==> src/sv/assert_macros.svh <==
// Assertion macros used by the top RTL file of the keyed node cache table.
`ifndef ASSERT_MACROS_SVH
`define ASSERT_MACROS_SVH

`ifndef SYNTHESIS

`define KN_ASSERT_IMP(lbl, ante, cons) \
  lbl: assert property (@(posedge clk) disable iff (rst) (ante) |-> (cons)) \
    else $error("assertion failed");

`define KN_ASSERT_NXT(lbl, ante, cons) \
  lbl: assert property (@(posedge clk) disable iff (rst) (ante) |=> (cons)) \
    else $error("assertion failed");

`else

`define KN_ASSERT_IMP(lbl, ante, cons)

`define KN_ASSERT_NXT(lbl, ante, cons)

`endif

`endif

==> src/sv/kncache_pkg.sv <==
// Package with widths, field offsets, operation and status codes of the node cache table.
package kncache_pkg;

  localparam int DEF_ENTRIES      = 16;
  localparam int DEF_PAYLOAD_BITS = 64;

  localparam int OWNER_W   = 16;
  localparam int INODE_W   = 32;
  localparam int REFS_W    = 8;
  localparam int PORT_PL_W = 64;
  localparam int SLOT_W    = 4;
  localparam int FREED_W   = 5;

  localparam int IN_OP_LSB    = 0;
  localparam int IN_OWNER_LSB = 2;
  localparam int IN_INODE_LSB = 18;
  localparam int IN_PL_LSB    = 50;
  localparam int IN_W         = 120;

  localparam int OUT_STAT_LSB  = 0;
  localparam int OUT_SLOT_LSB  = 2;
  localparam int OUT_PL_LSB    = 6;
  localparam int OUT_FREED_LSB = 70;
  localparam int OUT_USED_W    = 75;
  localparam int OUT_W         = 80;

  localparam logic [1:0] OP_LOOKUP  = 2'd0;
  localparam logic [1:0] OP_INSERT  = 2'd1;
  localparam logic [1:0] OP_RELEASE = 2'd2;
  localparam logic [1:0] OP_CLEAR   = 2'd3;

  localparam logic [1:0] STAT_OK     = 2'd0;
  localparam logic [1:0] STAT_MISS   = 2'd1;
  localparam logic [1:0] STAT_CACHED = 2'd2;
  localparam logic [1:0] STAT_FULL   = 2'd3;

  typedef struct packed {
    logic wr_en;
    logic set_valid;
    logic clr_valid;
  } kncache_cmd_t;

endpackage

==> src/sv/kncache_store.sv <==
// Entry storage: key, count and payload memories with a registered read port, plus valid bits.
module kncache_store #(
  parameter int ENTRIES = 16,
  parameter int PAYLOAD_BITS = 64,
  localparam int IDXW = $clog2(ENTRIES)
) (
  input  logic                          clk,
  input  logic                          rst,
  input  logic [IDXW-1:0]               rd_addr,
  output logic [kncache_pkg::OWNER_W-1:0] rd_owner,
  output logic [kncache_pkg::INODE_W-1:0] rd_inode,
  output logic [kncache_pkg::REFS_W-1:0]  rd_refs,
  output logic [PAYLOAD_BITS-1:0]       rd_payload,
  input  kncache_pkg::kncache_cmd_t     cmd,
  input  logic [IDXW-1:0]               wr_addr,
  input  logic [kncache_pkg::OWNER_W-1:0] wr_owner,
  input  logic [kncache_pkg::INODE_W-1:0] wr_inode,
  input  logic [kncache_pkg::REFS_W-1:0]  wr_refs,
  input  logic [PAYLOAD_BITS-1:0]       wr_payload,
  output logic [ENTRIES-1:0]            valid
);
  import kncache_pkg::*;

  logic [OWNER_W-1:0]      mem_owner   [ENTRIES];
  logic [INODE_W-1:0]      mem_inode   [ENTRIES];
  logic [REFS_W-1:0]       mem_refs    [ENTRIES];
  logic [PAYLOAD_BITS-1:0] mem_payload [ENTRIES];

  always_ff @(posedge clk) begin
    if (cmd.wr_en) begin
      mem_owner[wr_addr]   <= wr_owner;
      mem_inode[wr_addr]   <= wr_inode;
      mem_refs[wr_addr]    <= wr_refs;
      mem_payload[wr_addr] <= wr_payload;
    end
    rd_owner   <= mem_owner[rd_addr];
    rd_inode   <= mem_inode[rd_addr];
    rd_refs    <= mem_refs[rd_addr];
    rd_payload <= mem_payload[rd_addr];
  end

  always_ff @(posedge clk) begin
    if (rst) begin
      valid <= '0;
    end else if (cmd.set_valid) begin
      valid[wr_addr] <= 1'b1;
    end else if (cmd.clr_valid) begin
      valid[wr_addr] <= 1'b0;
    end
  end

endmodule

==> src/sv/kncache_ctrl.sv <==
// Sequencer that sweeps the entries through one key compare unit and updates the table.
module kncache_ctrl #(
  parameter int ENTRIES = 16,
  parameter int PAYLOAD_BITS = 64,
  localparam int IDXW = $clog2(ENTRIES)
) (
  input  logic                            clk,
  input  logic                            rst,
  input  logic                            in_valid,
  output logic                            in_ready,
  input  logic [1:0]                      in_op,
  input  logic [kncache_pkg::OWNER_W-1:0] in_owner,
  input  logic [kncache_pkg::INODE_W-1:0] in_inode,
  input  logic [PAYLOAD_BITS-1:0]         in_payload,
  output logic                            res_valid,
  input  logic                            res_ready,
  output logic [1:0]                      res_status,
  output logic [kncache_pkg::SLOT_W-1:0]  res_slot_out,
  output logic [kncache_pkg::PORT_PL_W-1:0] res_payload_out,
  output logic [kncache_pkg::FREED_W-1:0] res_freed,
  output logic [IDXW-1:0]                 rd_addr,
  input  logic [kncache_pkg::OWNER_W-1:0] rd_owner,
  input  logic [kncache_pkg::INODE_W-1:0] rd_inode,
  input  logic [kncache_pkg::REFS_W-1:0]  rd_refs,
  input  logic [PAYLOAD_BITS-1:0]         rd_payload,
  output kncache_pkg::kncache_cmd_t       cmd,
  output logic [IDXW-1:0]                 wr_addr,
  output logic [kncache_pkg::OWNER_W-1:0] wr_owner,
  output logic [kncache_pkg::INODE_W-1:0] wr_inode,
  output logic [kncache_pkg::REFS_W-1:0]  wr_refs,
  output logic [PAYLOAD_BITS-1:0]         wr_payload,
  input  logic [ENTRIES-1:0]              valid
);
  import kncache_pkg::*;

  localparam logic [1:0] S_IDLE = 2'd0;
  localparam logic [1:0] S_SCAN = 2'd1;
  localparam logic [1:0] S_FIN  = 2'd2;
  localparam logic [IDXW-1:0] LAST = IDXW'(ENTRIES - 1);
  localparam logic [FREED_W-1:0] FREED_MAX = '1;

  logic [1:0]              state, state_next;
  logic [1:0]              op, op_next;
  logic [OWNER_W-1:0]      owner, owner_next;
  logic [INODE_W-1:0]      inode, inode_next;
  logic [PAYLOAD_BITS-1:0] payload, payload_next;
  logic [IDXW-1:0]         cnt, cnt_next;
  logic                    issue_on, issue_on_next;
  logic                    probe_live, probe_live_next;
  logic [IDXW-1:0]         probe_idx, probe_idx_next;
  logic                    free_found, free_found_next;
  logic [IDXW-1:0]         free_idx, free_idx_next;
  logic [1:0]              status, status_next;
  logic [IDXW-1:0]         slot, slot_next;
  logic [PAYLOAD_BITS-1:0] res_pl, res_pl_next;
  logic [FREED_W-1:0]      freed, freed_next;

  logic owner_eq, key_hit, own_hit, slot_free, probe_last;

  assign owner_eq   = rd_owner == owner;
  assign key_hit    = probe_live && valid[probe_idx] && owner_eq && rd_inode == inode;
  assign own_hit    = probe_live && valid[probe_idx] && owner_eq;
  assign slot_free  = probe_live && !valid[probe_idx];
  assign probe_last = probe_live && probe_idx == LAST;

  assign in_ready        = state == S_IDLE;
  assign res_valid       = state == S_FIN;
  assign res_status      = status;
  assign res_slot_out    = SLOT_W'(slot);
  assign res_payload_out = PORT_PL_W'(res_pl);
  assign res_freed       = freed;
  assign rd_addr         = cnt;

  always_comb begin
    state_next      = state;
    op_next         = op;
    owner_next      = owner;
    inode_next      = inode;
    payload_next    = payload;
    cnt_next        = cnt;
    issue_on_next   = issue_on;
    probe_live_next = probe_live;
    probe_idx_next  = probe_idx;
    free_found_next = free_found;
    free_idx_next   = free_idx;
    status_next     = status;
    slot_next       = slot;
    res_pl_next     = res_pl;
    freed_next      = freed;
    cmd             = '0;
    wr_addr         = probe_idx;
    wr_owner        = rd_owner;
    wr_inode        = rd_inode;
    wr_refs         = rd_refs;
    wr_payload      = rd_payload;
    case (state)
      S_IDLE: begin
        if (in_valid) begin
          op_next         = in_op;
          owner_next      = in_owner;
          inode_next      = in_inode;
          payload_next    = in_payload;
          cnt_next        = '0;
          issue_on_next   = 1'b1;
          probe_live_next = 1'b0;
          free_found_next = 1'b0;
          status_next     = STAT_OK;
          slot_next       = '0;
          res_pl_next     = '0;
          freed_next      = '0;
          state_next      = S_SCAN;
        end
      end
      S_SCAN: begin
        probe_live_next = issue_on;
        probe_idx_next  = cnt;
        if (issue_on) begin
          cnt_next = cnt + 1'b1;
          if (cnt == LAST) begin
            issue_on_next = 1'b0;
          end
        end
        if (op == OP_CLEAR) begin
          if (own_hit) begin
            cmd.clr_valid = 1'b1;
            if (freed != FREED_MAX) begin
              freed_next = freed + 1'b1;
            end
          end
          if (probe_last) begin
            state_next = S_FIN;
          end
        end else if (key_hit) begin
          slot_next  = probe_idx;
          state_next = S_FIN;
          case (op)
            OP_LOOKUP: begin
              res_pl_next = rd_payload;
            end
            OP_INSERT: begin
              status_next = STAT_CACHED;
              res_pl_next = rd_payload;
            end
            default: begin
              if (rd_refs <= REFS_W'(1)) begin
                cmd.clr_valid = 1'b1;
                freed_next    = FREED_W'(1);
              end else begin
                cmd.wr_en = 1'b1;
                wr_refs   = rd_refs - 1'b1;
              end
            end
          endcase
        end else begin
          if (slot_free && !free_found) begin
            free_found_next = 1'b1;
            free_idx_next   = probe_idx;
          end
          if (probe_last) begin
            state_next = S_FIN;
            if (op == OP_INSERT) begin
              if (free_found || slot_free) begin
                wr_addr       = free_found ? free_idx : probe_idx;
                cmd.wr_en     = 1'b1;
                cmd.set_valid = 1'b1;
                wr_owner      = owner;
                wr_inode      = inode;
                wr_refs       = REFS_W'(1);
                wr_payload    = payload;
                slot_next     = wr_addr;
              end else begin
                status_next = STAT_FULL;
              end
            end else begin
              status_next = STAT_MISS;
            end
          end
        end
      end
      S_FIN: begin
        if (res_ready) begin
          state_next = S_IDLE;
        end
      end
      default: begin
        state_next = S_IDLE;
      end
    endcase
  end

  always_ff @(posedge clk) begin
    if (rst) begin
      state      <= S_IDLE;
      issue_on   <= 1'b0;
      probe_live <= 1'b0;
      free_found <= 1'b0;
    end else begin
      state      <= state_next;
      issue_on   <= issue_on_next;
      probe_live <= probe_live_next;
      free_found <= free_found_next;
    end
  end

  always_ff @(posedge clk) begin
    op        <= op_next;
    owner     <= owner_next;
    inode     <= inode_next;
    payload   <= payload_next;
    cnt       <= cnt_next;
    probe_idx <= probe_idx_next;
    free_idx  <= free_idx_next;
    status    <= status_next;
    slot      <= slot_next;
    res_pl    <= res_pl_next;
    freed     <= freed_next;
  end

endmodule

==> src/sv/keyed_node_cache_table.sv <==
// A key found in entry k answers once its compare hits; a miss, an insert of a new key
// and a clear sweep every entry before they answer. One word is taken at a time, the
// next only once the answer has moved to the output register. One key compare unit
// walks the single read port of the entry memory one entry per cycle.
// Reset clears the sequencer, the output valid flag and all entry valid bits at once.
`include "assert_macros.svh"

module keyed_node_cache_table #(
  parameter int ENTRIES = kncache_pkg::DEF_ENTRIES,
  parameter int PAYLOAD_BITS = kncache_pkg::DEF_PAYLOAD_BITS
) (
  input  logic                         clk,
  input  logic                         rst,
  input  logic                         s_axis_tvalid,
  output logic                         s_axis_tready,
  // operation, owner_handle, inode_number, node_payload (lowest bit first)
  input  logic [kncache_pkg::IN_W-1:0]  s_axis_tdata,
  output logic                         m_axis_tvalid,
  input  logic                         m_axis_tready,
  // status, slot_index, payload_out, freed_count (lowest bit first)
  output logic [kncache_pkg::OUT_W-1:0] m_axis_tdata
);
  import kncache_pkg::*;

  localparam int IDXW = $clog2(ENTRIES);

  logic                 res_valid, res_ready;
  logic [1:0]           res_status;
  logic [SLOT_W-1:0]    res_slot;
  logic [PORT_PL_W-1:0] res_payload;
  logic [FREED_W-1:0]   res_freed;

  logic [IDXW-1:0]         rd_addr, wr_addr;
  logic [OWNER_W-1:0]      rd_owner, wr_owner;
  logic [INODE_W-1:0]      rd_inode, wr_inode;
  logic [REFS_W-1:0]       rd_refs, wr_refs;
  logic [PAYLOAD_BITS-1:0] rd_payload, wr_payload;
  kncache_cmd_t            cmd;
  logic [ENTRIES-1:0]      valid;

  kncache_ctrl #(
    .ENTRIES(ENTRIES),
    .PAYLOAD_BITS(PAYLOAD_BITS)
  ) u_ctrl (
    .clk(clk),
    .rst(rst),
    .in_valid(s_axis_tvalid),
    .in_ready(s_axis_tready),
    .in_op(s_axis_tdata[IN_OP_LSB +: 2]),
    .in_owner(s_axis_tdata[IN_OWNER_LSB +: OWNER_W]),
    .in_inode(s_axis_tdata[IN_INODE_LSB +: INODE_W]),
    .in_payload(s_axis_tdata[IN_PL_LSB +: PAYLOAD_BITS]),
    .res_valid(res_valid),
    .res_ready(res_ready),
    .res_status(res_status),
    .res_slot_out(res_slot),
    .res_payload_out(res_payload),
    .res_freed(res_freed),
    .rd_addr(rd_addr),
    .rd_owner(rd_owner),
    .rd_inode(rd_inode),
    .rd_refs(rd_refs),
    .rd_payload(rd_payload),
    .cmd(cmd),
    .wr_addr(wr_addr),
    .wr_owner(wr_owner),
    .wr_inode(wr_inode),
    .wr_refs(wr_refs),
    .wr_payload(wr_payload),
    .valid(valid)
  );

  kncache_store #(
    .ENTRIES(ENTRIES),
    .PAYLOAD_BITS(PAYLOAD_BITS)
  ) u_store (
    .clk(clk),
    .rst(rst),
    .rd_addr(rd_addr),
    .rd_owner(rd_owner),
    .rd_inode(rd_inode),
    .rd_refs(rd_refs),
    .rd_payload(rd_payload),
    .cmd(cmd),
    .wr_addr(wr_addr),
    .wr_owner(wr_owner),
    .wr_inode(wr_inode),
    .wr_refs(wr_refs),
    .wr_payload(wr_payload),
    .valid(valid)
  );

  assign res_ready = !m_axis_tvalid || m_axis_tready;

  always_ff @(posedge clk) begin
    if (rst) begin
      m_axis_tvalid <= 1'b0;
    end else if (res_valid && res_ready) begin
      m_axis_tvalid <= 1'b1;
    end else if (m_axis_tready) begin
      m_axis_tvalid <= 1'b0;
    end
  end

  always_ff @(posedge clk) begin
    if (res_valid && res_ready) begin
      m_axis_tdata <= {(OUT_W - OUT_USED_W)'(0), res_freed, res_payload, res_slot, res_status};
    end
  end

  `KN_ASSERT_NXT(a_one_op_in_flight, s_axis_tvalid && s_axis_tready, !s_axis_tready)
  `KN_ASSERT_IMP(a_miss_fields_zero, m_axis_tvalid && (m_axis_tdata[OUT_STAT_LSB +: 2] == STAT_MISS || m_axis_tdata[OUT_STAT_LSB +: 2] == STAT_FULL), m_axis_tdata[OUT_FREED_LSB - 1:OUT_SLOT_LSB] == '0 && m_axis_tdata[OUT_FREED_LSB +: FREED_W] == '0)
  `KN_ASSERT_IMP(a_freed_only_ok, m_axis_tvalid && m_axis_tdata[OUT_FREED_LSB +: FREED_W] != '0, m_axis_tdata[OUT_STAT_LSB +: 2] == STAT_OK)

endmodule

==> config.mk <==
export PLATFORM = sky130hd
export DESIGN_NAME = keyed_node_cache_table
export DESIGN_NICKNAME = d
export VERILOG_FILES = /design/src/sv/kncache_pkg.sv /design/src/sv/kncache_store.sv /design/src/sv/kncache_ctrl.sv /design/src/sv/keyed_node_cache_table.sv
export VERILOG_INCLUDE_DIRS = /design/src /design/src/sv
export SDC_FILE = /design/constraint.sdc
export NUM_CORES = 2
export LEC_CHECK = 0
export ABC_AREA = 0
export BUFFER_PORTS_ARGS = -buffer_cell sky130_fd_sc_hd__buf_2
export CORE_UTILIZATION = 40
export CTS_CLUSTER_DIAMETER = 100
export DETAILED_ROUTE_END_ITERATION = 10
export PLACE_DENSITY = 0.56
export SLEW_MARGIN = 10
export SYNTH_ARGS = -nofsm -noshare
export SYNTH_HDL_FRONTEND = slang
export SYNTH_SLANG_ARGS = --single-unit
==> constraint.sdc <==
create_clock -name clk -period 12.1 [get_ports clk]
set_input_delay 1.815 -clock clk [delete_from_list [all_inputs] [get_ports clk]]
set_output_delay 1.815 -clock clk [all_outputs]
set_load 0.02 [all_outputs]
==> metrics <==
largest net degree at the start of global routing=128; DP HPWL=96,400 µm; outcome=finished clean; LEAKAGE=31.2 nW; Hold Path Class=register to register; Hold Slack=roughly 0.40 ns; TritonRoute pass-1 iters=7; Post-DRT Antenna Nets=0; Resized Gates After CTS=0; Final Instance Area=a little under 0.1 mm²; vias in the first global route=40.1k; Fin. Hold Viols=0; Setup Crit Path Kind=register to register; clock root buffer=clkbuf_16; Seq cells post-synth=between 2k and 2.5k; post-route insts no fill=7,003; first-pass GRT wire length=roughly 290,000 µm; GP Congestion=roughly 0.76; Initial Util=0.404; share of cells above drive strength 1=0.324; Setup crit start=u_ctrl.inode[1]; startpoint class of the critical path=register; Slew Viols, Final=0; Die Ht=approximately 470 µm; Setup Buffers After CTS=0; Post-CTS Hold Fix Bufs=0; TritonCTS Buffers=233; Util after Layout=0.461; Worst Path Max Fanout=39; Die W=around 470 µm; GR Overflow Total=0; CTS Sinks=between 2k and 2.5k; hold path cells=0; DRC=0; Post-Syn Instances=around 3.6k; Vias/cell=between 5 and 6; placed instance count=~6.6k; RR Endpoint=u_store.mem_payload[3][13]; Max Cap Viol=0; Layout area overhead=14.1%; CTS tree=built; Worst Tran Pin Value=1.16 ns; buffer levels on the longest clock path=3; Die Area=approximately 0.22 mm²; final worst path period share=0.507; Most used DFF post-synth=edfxtp_1; worst-skew pair later-pin latency=0.86 ns; wire per inst=about 28 µm; Port Buffers=around 190; R2R depth=10; Hold EP=m_axis_tdata[11]; Slew headroom=0.230; CORE AREA=roughly 0.22 mm²; Synth Warn #=0; Iter 0 DRT Violations=roughly 3.3k; Max VDD drop=between 0.1 and 0.15 mV; WP data required=between 10 and 15 ns; NumNets Final=4,085; RSZ-0062 raised after global routing=no; register clock-pin slew on the reported worst setup and hold paths=0.06 ns; All-Layer GR Usage=0.182; Synth async-reset ratio=0; sequential element share of the synthesized area=0.791; io pins=206; H-tree depth=4; synthesized area=~0.087 mm²; initial antenna violation count=14; Final setup viols=0; Placement Cell Area=approximately 0.09 mm²; Worst Setup End Kind=register; Rows=170; EDFF count, synth=2,196; Synth cell types=54; min-delay src=u_ctrl.res_payload_out[5]; Peak Freq=0.163 GHz; post-route setup TNS=0 ns; detailed-route via count=38.3k; crit path DAT=~6.6 ns; R2R Setup Slk=a little under 6 ns; R2R Path Start=u_ctrl.inode[1]; Routed WL=slightly below 200,000 µm; fin crit period=6.14 ns; power per cell area=177 mW/mm²; Worst Skew=0.0467 ns; Syn Area/Cell=24.0 µm²
## cell usage after synthesis (12+ instances only)
library cell  instances  share of area
and2_1               68         0.0049
nand2_1              30         0.0013
buf_2                12        0.00069
mux2_4               30         0.0052
mux4_2              604           0.16
inv_1                14        0.00060
nor2_1               44         0.0019
mux2_2               77          0.010
xor2_1               13         0.0013
nand3_1              13        0.00075
xnor2_1              39         0.0039
a21oi_1              16        0.00092
buf_1                28         0.0012
edfxtp_1           2196           0.76
dfxtp_1             142          0.033
clkbuf_1            125         0.0054
o21ai_0              25         0.0014
## kinds of logic after synthesis
kind of cell	after synthesis	synth area share
mux	726	0.173
other cells	1	0.0000431
fa+ha+maj	5	0.000719
xor+xnor	52	0.00524
compound gates	84	0.00610
flops	2338	0.791
simple gates	224	0.0143
buf+inv	192	0.00928
## how the worst max path moves through the flow
stage               cells after the start                         end  slack [ns]
global placement                       10  u_store.mem_payload[3][28]        5.75
global route                           10  u_store.mem_payload[3][12]        5.65
detailed placement                     10  u_store.mem_payload[3][28]        5.73
floorplan                              10     u_store.mem_inode[4][0]        3.88
finish                                 10  u_store.mem_payload[3][13]        5.96
CTS                                    10  u_store.mem_payload[3][12]        5.69
## state kept, by name (all words and copies together) (netlist names), 2 cells and up, named ones only
name,cells
u_ctrl.res_freed,5
u_store.mem_owner,256
u_ctrl.res_slot_out,4
u_ctrl.free_idx,4
u_store.mem_payload,1024
u_ctrl.probe_idx,4
u_store.rd_payload,64
u_store.mem_inode,512
u_ctrl.rd_addr,4
u_ctrl.state,2
u_store.rd_owner,16
u_store.mem_refs,128
u_ctrl.res_status,2
u_ctrl.payload,64
u_ctrl.res_payload_out,64
u_ctrl.owner,16
m_axis_tdata,75
u_ctrl.inode,32
u_ctrl.op,2
u_store.rd_inode,32
u_store.rd_refs,8
## critical path: stages, from the launching register on
cell,delay (ns)
edfxtp_1,0.40
xnor2_1,0.34
nand4_1,0.30
nor4_2,0.90
nand2_1,0.42
nor4_4,0.35
a21oi_2,0.10
or3_1,0.55
nor2_4,0.76
buf_4,0.76
buf_4,0.75
## power by group
part	switching (mW)	internal [mW]	total, mW
Sequential	0.0770	9.23	9.31
Combinational	0.668	0.464	1.13
Clock	3.04	4.06	7.10
Total	3.78	13.8	17.5
## placed cells by master (no fill, tap or decap), drive strengths merged, types with 5 or more instances in the layout
| cell type | instances |
|---|---|
| nand2b | 9 |
| nor3 | 8 |
| clkbuf | 323 |
| mux2 | 113 |
| xnor2 | 39 |
| o31ai | 6 |
| nor2 | 45 |
| a21oi | 17 |
| conb | 5 |
| or4 | 6 |
| a21o | 5 |
| ha | 5 |
| bufinv | 17 |
| clkinvlp | 5 |
| buf | 273 |
| mux4 | 604 |
| nor4 | 11 |
| xor2 | 13 |
| nand4 | 10 |
| o21ai | 27 |
| nand2 | 30 |
| o22ai | 6 |
| and2 | 68 |
| nand3 | 14 |
| dfxtp | 142 |
| clkinv | 91 |
| inv | 21 |
| o211ai | 10 |
| mux2i | 9 |
| nor2b | 7 |
| edfxtp | 2196 |
## stage by stage
step | total power, mW | setup WS, ns
2_1_floorplan | 10.3 | 3.88
3_3_place_gp | 10.6 | 5.75
3_5_place_dp | 10.6 | 5.73
4_1_cts | 17.7 | 5.69
5_1_grt | 18.1 | 5.65
6_report | 17.5 | 5.96
## per-layer routing
layer  wire (µm)  global-route usage
met2       95900               0.293
met4        4220              0.0448
met3       10700              0.0300
met1       87000               0.258
met5          74                   0
## area by class of cell
| type | count | area (µm²) |
|---|---|---|
| well taps | 2838 | 3550 |
| fillers | 17800 | 116000 |
| clock buffers | 323 | 6400 |
| multi-input cells | 1096 | 17500 |
| clock inverters | 120 | 1150 |
| repair buffers | 273 | 1710 |
| diodes | 1 | 2.50 |
| inverters | 14 | 58.8 |
| flip-flops and latches | 2338 | 68800 |
(Power assumes the default switching activity.)
